[config.mk]
export PLATFORM = sky130hd
export DESIGN_NAME = framed_packet_receiver
export DESIGN_NICKNAME = d
export VERILOG_FILES = /design/src/sv/fpr_pkg.sv /design/src/sv/fpr_parser.sv /design/src/sv/framed_packet_receiver.sv
export SDC_FILE = /design/constraint.sdc
export NUM_CORES = 1
export LEC_CHECK = 0
export CAP_MARGIN = 20
export CORE_UTILIZATION = 40
export CTS_BUF_LIST = sky130_fd_sc_hd__clkbuf_8 sky130_fd_sc_hd__clkbuf_16
export CTS_CLUSTER_SIZE = 12
export DETAILED_ROUTE_END_ITERATION = 8
export DONT_BUFFER_PORTS = 1
export PLACE_DENSITY = 0.51
export SLEW_MARGIN = 20
export SYNTH_ARGS = -nofsm -noshare
export SYNTH_HDL_FRONTEND = slang
export SYNTH_SLANG_ARGS = --single-unit
[constraint.sdc]
create_clock -name clk -period 3.49 [get_ports clk]
set_clock_uncertainty 0.05 [all_clocks]
set_input_delay 0.1745 -clock clk [delete_from_list [all_inputs] [get_ports clk]]
set_output_delay 0.1745 -clock clk [all_outputs]
set_load 0.005 [all_outputs]
[src/sv/fpr_pkg.sv]
// ----------------------------------------------------------------------------
// fpr_pkg
// Types and constants shared by the framed packet receiver modules.
// ----------------------------------------------------------------------------
`default_nettype none

package fpr_pkg;

	localparam int unsigned BYTE_W    = 8;
	localparam int unsigned LEN_W     = 6;
	localparam int unsigned INDEX_W   = 5;
	localparam int unsigned KIND_W    = 2;
	localparam int unsigned CFG_IDX_W = 2;

	// largest payload a frame may carry, longer settings are clipped to it
	localparam logic [LEN_W-1:0] PAYLOAD_MAX = LEN_W'(32);
	localparam logic [LEN_W-1:0] LEN_RESET   = LEN_W'(8);

	typedef enum logic [1:0] {
		PH_HUNT    = 2'd0,
		PH_PAYLOAD = 2'd1,
		PH_CHECK   = 2'd2,
		PH_END     = 2'd3
	} phase_t;

	typedef enum logic [KIND_W-1:0] {
		KIND_DATA     = 2'd0,
		KIND_GOOD     = 2'd1,
		KIND_CSUM_ERR = 2'd2,
		KIND_BAD_END  = 2'd3
	} kind_t;

	typedef enum logic [CFG_IDX_W-1:0] {
		REG_START_BYTE = 2'd0,
		REG_END_BYTE   = 2'd1,
		REG_PAYLOAD_LEN = 2'd2,
		REG_UNUSED     = 2'd3
	} cfg_reg_t;

	typedef struct packed {
		logic                valid;
		kind_t               kind;
		logic [BYTE_W-1:0]   data_byte;
		logic [INDEX_W-1:0]  byte_index;
	} fpr_result_t;

	typedef struct packed {
		logic [BYTE_W-1:0] start_byte;
		logic [BYTE_W-1:0] end_byte;
		logic [LEN_W-1:0]  payload_length;
	} fpr_cfg_t;

endpackage

`default_nettype wire

[src/sv/fpr_parser.sv]
// ----------------------------------------------------------------------------
// fpr_parser
// Frame state machine: start hunt, payload count, checksum and end check.
// ----------------------------------------------------------------------------
`default_nettype none

module fpr_parser (
	input  wire                              clk,
	input  wire                              arst_n,
	input  wire                              step,
	input  wire  [fpr_pkg::BYTE_W-1:0]       rx_byte,
	input  fpr_pkg::fpr_cfg_t                cfg,
	output fpr_pkg::fpr_result_t             res
);

	fpr_pkg::phase_t                 phase_q, phase_d;
	logic [fpr_pkg::LEN_W-1:0]       count_q, count_d;
	logic [fpr_pkg::BYTE_W-1:0]      sum_q, sum_d;
	logic [fpr_pkg::BYTE_W-1:0]      csum_q, csum_d;
	logic [fpr_pkg::LEN_W-1:0]       eff_len;
	logic [fpr_pkg::LEN_W-1:0]       count_inc;

	// zero length acts as one, long lengths clip to the maximum
	always_comb begin
		eff_len = cfg.payload_length;
		if (eff_len == '0) begin
			eff_len = fpr_pkg::LEN_W'(1);
		end
		if (eff_len > fpr_pkg::PAYLOAD_MAX) begin
			eff_len = fpr_pkg::PAYLOAD_MAX;
		end
	end

	assign count_inc = count_q + fpr_pkg::LEN_W'(1);

	always_comb begin
		phase_d        = phase_q;
		count_d        = count_q;
		sum_d          = sum_q;
		csum_d         = csum_q;
		res.valid      = 1'b0;
		res.kind       = fpr_pkg::KIND_DATA;
		res.data_byte  = '0;
		res.byte_index = '0;
		case (phase_q)
			fpr_pkg::PH_HUNT: begin
				if (rx_byte == cfg.start_byte) begin
					phase_d = fpr_pkg::PH_PAYLOAD;
					count_d = '0;
					sum_d   = rx_byte;
				end
			end
			fpr_pkg::PH_PAYLOAD: begin
				res.valid      = 1'b1;
				res.kind       = fpr_pkg::KIND_DATA;
				res.data_byte  = rx_byte;
				res.byte_index = count_q[fpr_pkg::INDEX_W-1:0];
				sum_d          = sum_q + rx_byte;
				count_d        = count_inc;
				if (count_inc >= eff_len) begin
					phase_d = fpr_pkg::PH_CHECK;
				end
			end
			fpr_pkg::PH_CHECK: begin
				csum_d  = rx_byte;
				phase_d = fpr_pkg::PH_END;
			end
			fpr_pkg::PH_END: begin
				res.valid = 1'b1;
				if (rx_byte != cfg.end_byte) begin
					res.kind = fpr_pkg::KIND_BAD_END;
				end else if (fpr_pkg::BYTE_W'(sum_q + rx_byte) != csum_q) begin
					res.kind = fpr_pkg::KIND_CSUM_ERR;
				end else begin
					res.kind = fpr_pkg::KIND_GOOD;
				end
				phase_d = fpr_pkg::PH_HUNT;
			end
			default: begin
				phase_d = fpr_pkg::PH_HUNT;
			end
		endcase
	end

	always_ff @(posedge clk or negedge arst_n) begin
		if (!arst_n) begin
			phase_q <= fpr_pkg::PH_HUNT;
			count_q <= '0;
			sum_q   <= '0;
			csum_q  <= '0;
		end else if (step) begin
			phase_q <= phase_d;
			count_q <= count_d;
			sum_q   <= sum_d;
			csum_q  <= csum_d;
		end
	end

endmodule

`default_nettype wire

[src/sv/framed_packet_receiver.sv]
// ----------------------------------------------------------------------------
// framed_packet_receiver
// Start/end delimited frame receiver with an 8-bit sum checksum.
// ----------------------------------------------------------------------------
// Bytes from a serial receiver enter on the s_ stream, one per word. The block
// hunts for start_byte, passes payload_length payload bytes out on the m_
// stream with their index, takes a checksum byte, and on the end byte reports
// frame good, checksum error or wrong end marker. Start, checksum and hunted
// bytes give no output word.
// The user is to set registers through cfg_we/cfg_index/cfg_wdata only while
// the block is idle; the block itself does not enforce it. Throughput is one
// byte per cycle while the output side does not stall. An accepted byte is
// held in the input register, and its result word is loaded from there into
// the output register, which drives m_tvalid and is taken on m_tready.
// When m_tready is low the output word holds; the input register still drains
// bytes that give no word, and the input side stalls only when a byte with a
// result finds the output register full.
// Reset clears the frame state to hunting, empties both registers and loads
// start_byte 0, end_byte 0 and payload_length 8.
// ----------------------------------------------------------------------------
`default_nettype none

module framed_packet_receiver (
	input  wire                                clk,
	input  wire                                arst_n,
	input  wire                                cfg_we,
	input  wire  [fpr_pkg::CFG_IDX_W-1:0]      cfg_index,
	input  wire  [fpr_pkg::BYTE_W-1:0]         cfg_wdata,
	input  wire                                s_tvalid,
	output logic                               s_tready,
	input  wire  [7:0]                         s_tdata,   // rx_byte[7:0]
	output logic                               m_tvalid,
	input  wire                                m_tready,
	output logic [15:0]                        m_tdata,   // data_byte[7:0], byte_index[12:8]
	output logic [fpr_pkg::KIND_W-1:0]         m_tuser    // kind[1:0]
);

	fpr_pkg::fpr_cfg_t               cfg_q;
	logic                            valid_s1;
	logic [fpr_pkg::BYTE_W-1:0]      rx_s1;
	fpr_pkg::fpr_result_t            res;
	logic                            out_valid_q;
	fpr_pkg::kind_t                  out_kind_q;
	logic [fpr_pkg::BYTE_W-1:0]      out_data_q;
	logic [fpr_pkg::INDEX_W-1:0]     out_index_q;
	logic                            out_free;
	logic                            advance;

	always_ff @(posedge clk or negedge arst_n) begin
		if (!arst_n) begin
			cfg_q.start_byte     <= '0;
			cfg_q.end_byte       <= '0;
			cfg_q.payload_length <= fpr_pkg::LEN_RESET;
		end else if (cfg_we) begin
			case (fpr_pkg::cfg_reg_t'(cfg_index))
				fpr_pkg::REG_START_BYTE:  cfg_q.start_byte <= cfg_wdata;
				fpr_pkg::REG_END_BYTE:    cfg_q.end_byte <= cfg_wdata;
				fpr_pkg::REG_PAYLOAD_LEN: cfg_q.payload_length <= cfg_wdata[fpr_pkg::LEN_W-1:0];
				default: begin
				end
			endcase
		end
	end

	assign out_free = !out_valid_q || m_tready;
	// a byte with no result never waits on the output side
	assign advance  = valid_s1 && (!res.valid || out_free);
	assign s_tready = !valid_s1 || advance;

	always_ff @(posedge clk or negedge arst_n) begin
		if (!arst_n) begin
			valid_s1 <= 1'b0;
		end else if (s_tready) begin
			valid_s1 <= s_tvalid;
		end
	end

	always_ff @(posedge clk) begin
		if (s_tready && s_tvalid) begin
			rx_s1 <= s_tdata;
		end
	end

	fpr_parser u_parser (
		.clk     (clk),
		.arst_n  (arst_n),
		.step    (advance),
		.rx_byte (rx_s1),
		.cfg     (cfg_q),
		.res     (res)
	);

	always_ff @(posedge clk or negedge arst_n) begin
		if (!arst_n) begin
			out_valid_q <= 1'b0;
		end else if (advance && res.valid) begin
			out_valid_q <= 1'b1;
		end else if (m_tready) begin
			out_valid_q <= 1'b0;
		end
	end

	always_ff @(posedge clk) begin
		if (advance && res.valid) begin
			out_kind_q  <= res.kind;
			out_data_q  <= res.data_byte;
			out_index_q <= res.byte_index;
		end
	end

	assign m_tvalid = out_valid_q;
	assign m_tdata  = {3'b000, out_index_q, out_data_q};
	assign m_tuser  = out_kind_q;

	a_status_zero_data: assert property (@(posedge clk) disable iff (!arst_n)
		m_tvalid && (m_tuser != fpr_pkg::KIND_DATA) |-> (m_tdata == 16'h0000))
		else $error("status word carries nonzero data");

	a_held_byte_kept: assert property (@(posedge clk) disable iff (!arst_n)
		valid_s1 && !advance |=> valid_s1 && $stable(rx_s1))
		else $error("stalled input byte lost");

	a_result_reaches_out: assert property (@(posedge clk) disable iff (!arst_n)
		advance && res.valid |=> m_tvalid)
		else $error("result word dropped");

	a_no_overwrite: assert property (@(posedge clk) disable iff (!arst_n)
		out_valid_q && !m_tready |-> !(advance && res.valid))
		else $error("output word overwritten while stalled");

endmodule

`default_nettype wire
* After elaboration in Yosys (flattened, before gate mapping) *
Index checks and enable logic that the tools add are counted.

cells by class
  add/subtract/negate cells = 2
  reduce and logical (&&, ||, !) cells = 20
  multiplexer cells = 14
  magnitude comparators = 2
  eq/ne operators = 10

operators with widths
  operator                                                                  count
  6-bit two-way mux                                                         3
  8-bit inequality test                                                     2
  8-bit one-hot mux with 2 select lines                                     1
  6-bit one-hot mux with 2 select lines                                     1
  8-bit adder                                                               1
  8-bit equality test                                                       1
  2-bit two-way mux                                                         4
  8-bit two-way mux                                                         1
  2-bit one-hot mux with 4 select lines                                     1
  2-bit AND reduction                                                       4
  6-bit by 1-bit adder with 6-bit output (second input constant)            1
  2-bit equality test (second input constant)                               3
  6-bit >= comparator                                                       1
  6-bit > comparator (second input constant)                                1
  6-bit logical NOT                                                         1
  3-bit one-hot mux with 2 select lines                                     1
  3-bit AND reduction                                                       2
  2-bit by 1-bit equality test with 1-bit output (second input constant)    2
  2-bit logical NOT                                                         2
  2-bit by 1-bit inequality test with 1-bit output (second input constant)  2
  2-bit nonzero test                                                        2
  1-bit logical AND                                                         3
  1-bit logical NOT                                                         3
  1-bit logical OR                                                          3
  1-bit two-way mux                                                         2

word-level totals
  input port bits = 23
  word-level logic and storage cells = 61
  output and inout port bits = 20
  bits in registers = 71

* Longest topological paths before layout *
Gate-level depths: netlist of the first run.

  depth in word-level cells = 10
  mapped depth = 11

* Cells and area by module *
Synthesis of the first run repeated with hierarchy kept, for this count alone.

unflattened totals
  cell total of the unflattened synthesis = 302
  area total of the unflattened synthesis = 3702.3 µm²

by module, submodules not included
  module                  seq. area each (µm²)  cells an instance  area an instance (µm²)  instances
  fpr_parser              600.6                 218                2049.5                  1
  framed_packet_receiver  1292.5                84                 1652.8                  1

* Least setup slack after synthesis of the first run *
OpenSTA, ideal clock, no wires.

  path type = register -> register
  start = register rx_s1[1] (netlist name)
  end = register out_kind_q[1], in the netlist m_tuser[1] (data pin)
  data arrival time = 2.198 ns
  setup slack = 0.983 ns
  required time = 3.181 ns
  path buffers = 0
  period minus slack after synthesis = 2.507 ns
  stages on the path, launching flop included = 9
  cells stage by stage = edfxtp_1 ha_1 a211oi_2 nor3b_1 or4_1 a21oi_2 xnor2_1 nand4_1 o31a_1

RTL lines
  item                    RTL line                       source
  start, declared         framed_packet_receiver.sv:40   logic [fpr_pkg::BYTE_W-1:0] rx_s1;
  start signal, assigned  framed_packet_receiver.sv:80   rx_s1 <= s_tdata;
  end signal, assigned    framed_packet_receiver.sv:105  out_kind_q <= res.kind;
  end, declared           framed_packet_receiver.sv:43   fpr_pkg::kind_t out_kind_q;

==> results.json, run 1 <==
{
  "synth_seq_cells": 71,
  "core-area_um2": 8850,
  "chipHeight_um": 98.4,
  "share_of_the_synthesized_area_in_compound_gates_ao_oa_aoi_oai": 0.0899,
  "actual_slew_at_the_worst_max_slew_pin_ns": 0.673,
  "cts-buffers-inserted": 9,
  "power.density_nw_per_um2": 832,
  "design.final.nets": 382,
  "fraction_of_the_mapped_netlist_area_in_simple_logic_gates": 0.116,
  "grt_usage": 0.179,
  "grt_antenna_before_repair": 0,
  "post-synth-top-area-cell": "sky130_fd_sc_hd__dfrtp_1",
  "globalplace.congestion": 0.910,
  "tritoncts": "built",
  "synth-adder-area-share": 0.0660,
  "status": "finished with violations",
  "synthesis.area_um2": 3720,
  "worst_ir_drop_vdd_mv": 0.327,
  "timing.final.crit_period_ns": 2.75,
  "placementRows": 34,
  "tns_ns": 0,
  "detail-route-antenna-nets": 0,
  "post_cts.repair.setup_buffers": 0,
  "primary_ff_master_synth": "sky130_fd_sc_hd__dfrtp_1",
  "yosys.area.top_type_share": 0.316,
  "clkTransAtPathRegs_ns": 0.08,
  "criticalPathCategory": "flop to flop",
  "portBuffers": 0,
  "sequential_to_total_area_share_from_yosys_stat": 0.509,
  "fmax_mhz": 364,
  "io_pins": 43,
  "gr-usage-met1": 0.248,
  "worst-endpoint-arrival_ns": 2.80,
  "path_max_fanout": 7,
  "area_delta_synth_final_pct": 14.6,
  "portion_of_total_power_attributed_to_combinational_logic": 0.415,
  "grt_first_pass_wirelength_mm": 13.0,
  "synth.area.top_cells": "sky130_fd_sc_hd__dfrtp_1 32%, sky130_fd_sc_hd__edfxtp_1 19%, sky130_fd_sc_hd__mux2_2 9.7%",
  "detailedRoute.firstIterationViolations": 92,
  "viasPerCell": 5.28,
  "hp-class": "primary input to flop",
  "clockRootBuffer": "sky130_fd_sc_hd__clkbuf_8",
  "finalCritPeriodShare": 0.787,
  "crit_path_start": "rx_s1[1]$_DFFE_PP_",
  "cts_htree_levels": 3,
  "synth.avg_cell_area_um2": 11.8,
  "routedWlPerCell_um": 17.1,
  "grt_use_met2": 0.276,
  "synth-edff-count": 23,
  "ctsLongestPathBuffers": 2,
  "internal-power_w": 0.00222,
  "total_number_of_clock_tree_sinks": 71,
  "finalMaxSlewViolations": 0,
  "max-slew-margin-rel": 0.549,
  "unrepaired_setup_endpoints_after_global_routing": "no",
  "post_synth_xor_area_fraction": 0.0822,
  "numPlacedInstances": 418,
  "syn_inst": 314,
  "drcViolationCount": 5,
  "layoutNonFillerInstCount": 453,
  "busiest_layer": "met2",
  "fp.dieArea_um2": 9680,
  "grt_pass1_vias": 2435,
  "max_cap_check_violation_count": 0,
  "violations": "DRC",
  "final_cell_utilization_of_the_core": 0.481,
  "antenna-diode-count": 0,
  "globalRouteMet3Util": 0.0480,
  "sequentialPowerShare": 0.391,
  "dpl_worst_slack_ns": 0.749,
  "grt_max_degree": 49,
  "min_from": "m_tready",
  "netSwitchingPower_w": 0.00132,
  "netlist-cell-type-count": 48,
  "finalHoldWorstSlack_ns": 0.0255,
  "drt-total-wl_mm": 7.75,
  "hold_fails_final_rpt": 0,
  "worst_slack_ns": 0.743,
  "post_synth_mux_area_share": 0.108,
  "cts.repair.resized": 0,
  "cp_data_required_time_ns": 3.54,
  "place.detailed.hpwl_mm": 5.58,
  "static_leakage_power_nw": 1.71,
  "p_clk_frac": 0.194,
  "critical_path.endpoint_type": "flop",
  "r2r-start": "rx_s1[1]$_DFFE_PP_",
  "via_count": 2391,
  "setup_viol": 0,
  "synth-warning-count": 0,
  "initial_core_util": 0.420,
  "synth_async_sr_flop_share": 0.676,
  "post_route_cells_drive_above_1_share": 0.194,
  "synth_top_family_by_area": "simple AND/OR/NAND/NOR gates",
  "switching_share": 0.373,
  "drt-pass1-iter-count": 7,
  "overflow": 0,
  "clk-insertion-delay-late_ns": 0.35,
  "die_w_um": 98.4,
  "crit_path_start_kind": "flop"
}
-- routing by layer --
layer	vias to the layer above	part of all wire
met5	-	0
met4	0	0.0062
met3	6	0.040
met2	63	0.46
met1	1158	0.49
li1	1164	-
-- cells by family (layout without fill, tap and decap cells) --
group / count (synthesis) / count (layout)
other: 1 / 3
AND/OR/NAND/NOR: 81 / 81
AO/OA/AOI/OAI: 50 / 50
flip-flops: 71 / 71
adder cells (fa/ha/maj): 19 / 19
XOR/XNOR: 34 / 34
multiplexers: 36 / 36
buffers and inverters: 22 / 51
-- synthesized netlist by cell type (2+ instances only) --
| cell type | number |
|---|---|
| sky130_fd_sc_hd__nand2b_1 | 8 |
| sky130_fd_sc_hd__o21ai_0 | 5 |
| sky130_fd_sc_hd__and2_1 | 15 |
| sky130_fd_sc_hd__buf_4 | 4 |
| sky130_fd_sc_hd__inv_1 | 9 |
| sky130_fd_sc_hd__mux2i_1 | 4 |
| sky130_fd_sc_hd__a21oi_1 | 18 |
| sky130_fd_sc_hd__a22oi_1 | 2 |
| sky130_fd_sc_hd__xor2_1 | 12 |
| sky130_fd_sc_hd__a211oi_2 | 2 |
| sky130_fd_sc_hd__nand3_1 | 4 |
| sky130_fd_sc_hd__buf_2 | 5 |
| sky130_fd_sc_hd__a21oi_2 | 3 |
| sky130_fd_sc_hd__nor4_1 | 3 |
| sky130_fd_sc_hd__o2bb2ai_1 | 3 |
| sky130_fd_sc_hd__ha_1 | 18 |
| sky130_fd_sc_hd__mux2_2 | 32 |
| sky130_fd_sc_hd__nand2_1 | 9 |
| sky130_fd_sc_hd__dfrtp_1 | 47 |
| sky130_fd_sc_hd__o21ai_1 | 2 |
| sky130_fd_sc_hd__xnor2_1 | 21 |
| sky130_fd_sc_hd__nor2_1 | 26 |
| sky130_fd_sc_hd__nand3b_1 | 2 |
| sky130_fd_sc_hd__edfxtp_1 | 23 |
| sky130_fd_sc_hd__a211oi_1 | 4 |
| sky130_fd_sc_hd__nand4_1 | 5 |
| sky130_fd_sc_hd__or2_2 | 2 |
| sky130_fd_sc_hd__a31oi_1 | 4 |
| sky130_fd_sc_hd__clkbuf_1 | 3 |
-- area by class of cell --
cell class / instances / area (µm²)
fill: 827 / 4590
sequential: 71 / 1890
multi-input combinational: 223 / 1730
timing repair buffer: 26 / 260
clock buffer: 13 / 190
tap: 108 / 135
inverter: 9 / 33.8
clock inverter: 3 / 21.3
-- power by group through the flow --
stage	registers [W]	clock network, W	logic, W
after floorplan	0.00133	0	0.00117
after global placement	0.00140	0	0.00143
after detailed placement	0.00140	0	0.00144
after CTS	0.00139	0.000707	0.00148
after global routing	0.00142	0.000745	0.00165
final	0.00139	0.000686	0.00147
-- state kept, by name (all words and copies together) (netlist names), 5 cells and up --
| register | cells |
|---|---|
| u_parser.count_q | 6 |
| u_parser.sum_q | 8 |
| rx_s1 | 8 |
| u_parser.csum_q | 8 |
| cfg_q | 22 |
| out_index_q | 5 |
| out_data_q | 8 |
-- final timing paths --
kind                            cells after the start  slack, ns                              end
worst max-delay path                                8       0.74             m_tuser[1]$_DFFE_PP_
worst min-delay path                                2       0.03             m_tvalid$_DFFE_PN0P_
worst max register to register                      8       0.74             m_tuser[1]$_DFFE_PP_
worst min register to register                      1       0.48            cfg_q[10]$_DFFE_PN0P_
max in group asynchronous                           2       2.83             cfg_q[3]$_DFFE_PN1P_
min in group asynchronous                           2       0.28  u_parser.count_q[2]$_DFFE_PN0P_
-- placed cells by master (no fill, tap or decap), types with 2 or more instances in the layout --
cell type                       netlist  routed
sky130_fd_sc_hd__a211oi_1             4       4
sky130_fd_sc_hd__a211oi_2             2       2
sky130_fd_sc_hd__a21oi_1             18      18
sky130_fd_sc_hd__a21oi_2              3       3
sky130_fd_sc_hd__a22oi_1              2       2
sky130_fd_sc_hd__a31oi_1              4       4
sky130_fd_sc_hd__and2_1              15      15
sky130_fd_sc_hd__buf_4                4       7
sky130_fd_sc_hd__clkbuf_8             0      12
sky130_fd_sc_hd__conb_1               1       3
sky130_fd_sc_hd__dfrtp_1             47      47
sky130_fd_sc_hd__dlygate4sd3_1        0      18
sky130_fd_sc_hd__edfxtp_1            23      23
sky130_fd_sc_hd__ha_1                18      18
sky130_fd_sc_hd__inv_1                9       9
sky130_fd_sc_hd__mux2_2              32      32
sky130_fd_sc_hd__mux2i_1              4       4
sky130_fd_sc_hd__nand2_1              9       9
sky130_fd_sc_hd__nand2b_1             8       8
sky130_fd_sc_hd__nand3_1              4       4
sky130_fd_sc_hd__nand3b_1             2       2
sky130_fd_sc_hd__nand4_1              5       5
sky130_fd_sc_hd__nor2_1              26      26
sky130_fd_sc_hd__nor4_1               3       3
sky130_fd_sc_hd__o21ai_0              5       5
sky130_fd_sc_hd__o21ai_1              2       2
sky130_fd_sc_hd__o2bb2ai_1            3       3
sky130_fd_sc_hd__or2_2                2       2
sky130_fd_sc_hd__xnor2_1             21      21
sky130_fd_sc_hd__xor2_1              12      12
-- stage by stage --
step                instance area (µm²)  power (W)
floorplan                          3720    0.00250
global placement                   3840    0.00283
detailed placement                 3840    0.00285
CTS                                4260    0.00358
global route                       4260    0.00382
finish                             4260    0.00354
-- critical path, stage by stage, from the launching register on --
cell and delay (ns):
sky130_fd_sc_hd__edfxtp_1 0.53, sky130_fd_sc_hd__ha_1 0.36, sky130_fd_sc_hd__a211oi_2 0.24, sky130_fd_sc_hd__nor3b_1 0.12, sky130_fd_sc_hd__or4_1 0.43, sky130_fd_sc_hd__a21oi_2 0.24, sky130_fd_sc_hd__xnor2_1 0.15, sky130_fd_sc_hd__nand4_1 0.12
sky130_fd_sc_hd__o31a_1 0.26
-- what timing repair did --
item	in CTS	in global routing
hold buffers	19	0
setup endpoints to repair	0	0
hold endpoints to repair	79	0
Note: power is estimated with default switching activity, not from simulation.
==> run 2, diff against run 1 <==
Clock period 3.49 ns to 2.75 ns, I/O delays scaled along.
==> run 2 against run 1 <==
  * Worst setup slack worse by 0.58 ns
  * Sequential cell count stayed put
  * Fmax is 6.2% higher
  * Largest cell class unchanged
  * The flow still finishes with violations (DRC)
  * Final area is 0.94% higher
  * Die area stayed put
  * Utilization is 0.45 points higher
  * Cell count is 1.1% higher
  * Register-to-register slack worse by 0.58 ns
  * Critical path type unchanged
  * Total power is 27% higher
  * Sequential power is 26% higher
  * Global-route usage is 0.38 points higher
==> results.json, run 2 (same netlist as run 1, synthesis figures left out) <==
{
  "tritoncts": "built",
  "grt_first_pass_wirelength_mm": 13.2,
  "total_number_of_clock_tree_sinks": 71,
  "globalplace.congestion": 0.873,
  "die_w_um": 98.4,
  "critical_path.endpoint_type": "flop",
  "layoutNonFillerInstCount": 458,
  "antenna-diode-count": 0,
  "final_cell_mix": "47 x sky130_fd_sc_hd__dfrtp_1, 32 x sky130_fd_sc_hd__mux2_2, 26 x sky130_fd_sc_hd__nor2_1, 23 x sky130_fd_sc_hd__edfxtp_1, 21 x sky130_fd_sc_hd__xnor2_1",
  "drt-pass1-iter-count": 6,
  "portBuffers": 0,
  "worst-endpoint-arrival_ns": 2.64,
  "grt_max_degree": 49,
  "largest_register_ff_count": 22,
  "finish.instance_area_um2": 4300,
  "p_clk_frac": 0.195,
  "critPathMaxStageDelay_ns": 0.43,
  "clkTransAtPathRegs_ns": 0.08,
  "fp.dieArea_um2": 9680,
  "overflow": 0,
  "placementRows": 34,
  "design.final.nets": 387,
  "hold_fails_final_rpt": 0,
  "internal-power_w": 0.00283,
  "regMostFlops": "cfg_q",
  "initial_core_util": 0.420,
  "sequentialPowerShare": 0.387,
  "routedWlPerCell_um": 17.2,
  "mostFrequentLayoutCell": "sky130_fd_sc_hd__dfrtp_1",
  "cts-buffers-inserted": 9,
  "grt_usage": 0.183,
  "cp_data_required_time_ns": 2.81,
  "switching_share": 0.373,
  "via_count": 2424,
  "portion_of_total_power_attributed_to_combinational_logic": 0.418,
  "post_route_cells_drive_above_1_share": 0.206,
  "status": "finished with violations",
  "actual_slew_at_the_worst_max_slew_pin_ns": 0.687,
  "ctsLongestPathBuffers": 2,
  "chipHeight_um": 98.4,
  "slowest_stage": "sky130_fd_sc_hd__fa_1",
  "worstPathCellList": "ha_1 -> fa_1 -> a211oi_1 -> nor2_1 -> and2_1 -> a31oi_1 -> nand4_1 -> o31a_1",
  "path_max_fanout": 4,
  "violations": "DRC",
  "finalCritPeriodShare": 0.940,
  "finalMaxSlewViolations": 0,
  "core-area_um2": 8850,
  "grt_pass1_vias": 2515,
  "worst-r2r-setup-slack_ns": 0.16,
  "critical-path-top-delay-family": "compound AO/OA/AOI/OAI gates",
  "cts_htree_levels": 3,
  "detailedRoute.firstIterationViolations": 115,
  "drcViolationCount": 5,
  "timing.final.crit_period_ns": 2.59,
  "criticalPathCategory": "flop to flop",
  "detail-route-antenna-nets": 0,
  "crit_path_start_kind": "flop",
  "area_delta_synth_final_pct": 15.7,
  "max_cap_check_violation_count": 0,
  "total_power_w": 0.00452,
  "clockRootBuffer": "sky130_fd_sc_hd__clkbuf_8",
  "drt-total-wl_mm": 7.88,
  "numPlacedInstances": 422,
  "worst_ir_drop_vdd_mv": 0.461,
  "static_leakage_power_nw": 1.74,
  "setup_viol": 0,
  "viasPerCell": 5.29,
  "place.detailed.hpwl_mm": 5.51,
  "fmax_mhz": 387,
  "unrepaired_setup_endpoints_after_global_routing": "no",
  "grt_antenna_before_repair": 0,
  "hp-class": "primary input to flop",
  "max-slew-margin-rel": 0.540,
  "worstPathBufferInverterCount": 0,
  "io_pins": 43,
  "power.density_nw_per_um2": 1050,
  "clk-insertion-delay-late_ns": 0.35,
  "tns_ns": 0,
  "post_dp_cell_area_um2": 3870,
  "netSwitchingPower_w": 0.00168
}
## run 2: path summary, 6_finish.rpt
kind | from | to | cells after the start
min in group asynchronous | arst_n | u_parser.count_q[5]$_DFFE_PN0P_ | 2
max reg2reg | rx_s1[0]$_DFFE_PP_ | m_tuser[1]$_DFFE_PP_ | 8
max in group asynchronous | arst_n | cfg_q[3]$_DFFE_PN1P_ | 2
max | rx_s1[0]$_DFFE_PP_ | m_tuser[1]$_DFFE_PP_ | 8
min reg2reg | u_parser.sum_q[2]$_DFFE_PN0P_ | u_parser.sum_q[2]$_DFFE_PN0P_ | 1
min | m_tready | m_tvalid$_DFFE_PN0P_ | 2
## run 2: what timing repair did
item / in CTS / in global routing
hold endpoints to repair: 79 / 0
buffers inserted: 0 / 1
setup endpoints to repair: 0 / 1
hold buffers: 19 / 0
gates resized for setup: 0 / 1
## run 2: layout make-up
type	instances	area [µm²]
sequential	71	1890
timing repair buffer	31	298
fill	813	4550
clock buffer	11	151
inverter	9	33.8
tap	108	135
clock inverter	5	57.6
multi-input combinational	223	1730
## run 2: power groups by stage
| stage | Clock [W] | Sequential, W | Combinational (W) |
|---|---|---|---|
| 2_1_floorplan | 0 | 0.00169 | 0.00148 |
| 3_3_place_gp | 0 | 0.00176 | 0.00182 |
| 3_5_place_dp | 0 | 0.00177 | 0.00184 |
| 4_1_cts | 0.000891 | 0.00175 | 0.00189 |
| 5_1_grt | 0.000945 | 0.00180 | 0.00214 |
| 6_report | 0.000881 | 0.00175 | 0.00189 |
## run 2: layer usage
| layer | part of all wire | global-route usage | up-vias |
|---|---|---|---|
| met1 | 0.50 | 0.256 | 1177 |
| met5 | 0 | 0 | - |
| li1 | - | - | 1176 |
| met3 | 0.048 | 0.0508 | 7 |
| met2 | 0.44 | 0.274 | 64 |
| met4 | 0.012 | 0.0597 | 0 |
## run 2: worst register-to-register path: cells and delay by family, from the launching register on
family          cells  cell delay [ns]
compound gates      3             0.71
simple gates        3             0.50
fa+ha+maj           2             0.68
flops               1             0.42
## run 2: through the flow
stage / util / setup WS [ns] / hold WS (ns)
after floorplan: - / 0.243 / -0.208
after global routing: 0.486 / 0.00549 / 0.0180
after detailed placement: 0.438 / 0.205 / -0.206
after CTS: 0.485 / 0.147 / 0.0178
after global placement: 0.438 / 0.252 / -0.206
final: 0.486 / 0.164 / 0.0172
==> run 3, diff against run 2 <==
Settings changed: MAX_ROUTING_LAYER set to met4, PLACE_DENSITY 0.51 to 0.53, REMOVE_ABC_BUFFERS set to 1.
==> run 3 against run 2 <==
  * The flow still finishes with violations (DRC)
  * Critical endpoint unchanged
  * Via count shrank 0.70%
  * Non-clock buffer count down 2
  * Fmax grew 0.35%
  * Global-route usage is 0.26 points lower
  * Highest routed layer unchanged
  * Hold slack gained 0.00069 ns
  * Clock power is 11% lower
  * Largest power group unchanged
==> results.json, run 3 (same netlist as run 1, synthesis figures left out) <==
{
  "post_cts.repair.setup_buffers": 0,
  "final_cell_mix": "47 x sky130_fd_sc_hd__dfrtp_1, 32 x sky130_fd_sc_hd__mux2_2, 26 x sky130_fd_sc_hd__nor2_1, 23 x sky130_fd_sc_hd__edfxtp_1, 21 x sky130_fd_sc_hd__xnor2_1",
  "hp-class": "primary input to flop",
  "mostFrequentLayoutCell": "sky130_fd_sc_hd__dfrtp_1",
  "placementRows": 34,
  "dpl_worst_slack_ns": 0.222,
  "globalplace.congestion": 0.839,
  "tritoncts": "built",
  "area_delta_synth_final_pct": 14.8,
  "core-area_um2": 8850,
  "finalHoldWorstSlack_ns": 0.0179,
  "detail-route-antenna-nets": 0,
  "fp.dieArea_um2": 9680,
  "static_leakage_power_nw": 1.73,
  "path_max_fanout": 5,
  "grt_antenna_before_repair": 0,
  "worstPathBufferInverterCount": 0,
  "chipHeight_um": 98.4,
  "grt_pass1_vias": 2411,
  "grt_first_pass_wirelength_mm": 12.8,
  "place.detailed.hpwl_mm": 5.48,
  "clkTransAtPathRegs_ns": 0.08,
  "worstPathCellList": "ha_1 -> a211oi_2 -> nor3b_1 -> or4_1 -> a21oi_2 -> xnor2_1 -> nand4_1 -> o31a_1",
  "portion_of_total_power_attributed_to_combinational_logic": 0.428,
  "drt-pass1-iter-count": 9,
  "worst-endpoint-arrival_ns": 2.61,
  "crit_path_start_kind": "flop",
  "timing.final.crit_period_ns": 2.58,
  "initial_core_util": 0.420,
  "clk-insertion-delay-late_ns": 0.33,
  "critPathMaxStageDelay_ns": 0.44,
  "drcViolationCount": 5,
  "slowest_stage": "sky130_fd_sc_hd__or4_1",
  "total_power_w": 0.00441,
  "final.fill_count": 834,
  "area_of_the_multi_input_gates_um2": 1740,
  "setup_viol": 0,
  "antenna-diode-count": 0,
  "actual_slew_at_the_worst_max_slew_pin_ns": 0.655,
  "internal-power_w": 0.00277,
  "io_pins": 43,
  "max_cap_check_violation_count": 0,
  "portBuffers": 0,
  "regMostFlops": "cfg_q",
  "die_w_um": 98.4,
  "unrepaired_setup_endpoints_after_global_routing": "no",
  "p_clk_frac": 0.178,
  "finalMaxSlewViolations": 0,
  "cts-buffers-inserted": 9,
  "criticalPathCategory": "flop to flop",
  "viasPerCell": 5.28,
  "largest_register_ff_count": 22,
  "via_count": 2407,
  "design.final.nets": 385,
  "ctsLongestPathBuffers": 2,
  "clockRootBuffer": "sky130_fd_sc_hd__clkbuf_8",
  "routedWlPerCell_um": 16.8,
  "critical-path-top-delay-family": "compound AO/OA/AOI/OAI gates",
  "tns_ns": 0,
  "cts_htree_levels": 3,
  "fmax_mhz": 388,
  "netSwitchingPower_w": 0.00165,
  "finalCritPeriodShare": 0.937,
  "max-slew-margin-rel": 0.562,
  "worst_slack_ns": 0.173,
  "worst_ir_drop_vdd_mv": 0.442,
  "detailedRoute.firstIterationViolations": 67,
  "grt_usage": 0.180,
  "post_route_cells_drive_above_1_share": 0.201,
  "power.density_nw_per_um2": 1030,
  "area.sequential_um2": 1890,
  "drt-total-wl_mm": 7.66,
  "status": "finished with violations",
  "switching_share": 0.373,
  "critical_path.endpoint_type": "flop",
  "violations": "DRC",
  "overflow": 0,
  "hold_fails_final_rpt": 0,
  "total_number_of_clock_tree_sinks": 71,
  "grt_max_degree": 49,
  "cp_data_required_time_ns": 2.78,
  "sequentialPowerShare": 0.394
}
-- run 3: cell count changes in the layout (fill, tap and decap cells not counted), sizes merged --
| cell | change |
|---|---|
| clkbuf | -2 |
| buf | -2 |
| clkinvlp | -2 |
| clkinv | +1 |
| inv | +3 |
-- run 3: timing repair --
item	in CTS	in global routing
gates resized for setup	0	3
hold buffers	19	0
endpoints found under the hold margin	79	0
endpoints found under the setup margin	0	2
-- run 3: worst paths after layout --
check,start,endpoint,slack (ns),cells past startpoint
setup / recovery,rx_s1[1]$_DFFE_PP_,m_tuser[1]$_DFFE_PP_,0.17,8
hold / removal,m_tready,m_tvalid$_DFFE_PN0P_,0.02,2
setup reg to reg,rx_s1[1]$_DFFE_PP_,m_tuser[1]$_DFFE_PP_,0.17,8
hold reg to reg,cfg_q[0]$_DFFE_PN0P_,cfg_q[0]$_DFFE_PN0P_,0.47,1
max in group asynchronous,arst_n,cfg_q[3]$_DFFE_PN1P_,2.08,2
min in group asynchronous,arst_n,u_parser.sum_q[7]$_DFFE_PN0P_,0.28,2
-- run 3: routing by layer --
metal	global-route usage	vias up	routed length [µm]
met1	0.243	1175	3810
met4	0.0608	0	88
li1	-	1163	-
met3	0.0322	9	309
met5	-	-	0
met2	0.275	60	3450
-- run 3: power by group through the flow --
stage	Clock (W)	Combinational, W	Sequential, W
after floorplan	0	0.00145	0.00169
after global placement	0	0.00181	0.00175
after detailed placement	0	0.00183	0.00176
after CTS	0.000811	0.00188	0.00174
after global routing	0.000866	0.00212	0.00179
final	0.000785	0.00189	0.00174
-- run 3: stage by stage --
step | utilization | cell area [µm²] | std cells
global placement | 0.437 | 3860 | 421
detailed placement | 0.437 | 3860 | 421
floorplan | - | 3650 | 303
finish | 0.482 | 4270 | 456
CTS | 0.481 | 4250 | 456
global route | 0.482 | 4270 | 456
-- run 3: worst register-to-register path, delay by kind of cell, from the launching register on --
kind / cells / cell delay (ns)
AO/OA/AOI/OAI: 3 / 0.74
AND/OR/NAND/NOR: 3 / 0.65
flip-flops: 1 / 0.41
adder cells (fa/ha/maj): 1 / 0.33
XOR/XNOR: 1 / 0.15
-- run 3: layout make-up --
cell class	count	area share
Multi-Input combinational cell	223	0.408
Tap cell	108	0.0317
Inverter	9	0.00792
Sequential cell	71	0.444
Clock inverter	7	0.0135
Timing Repair Buffer	29	0.0663
Clock buffer	9	0.0290
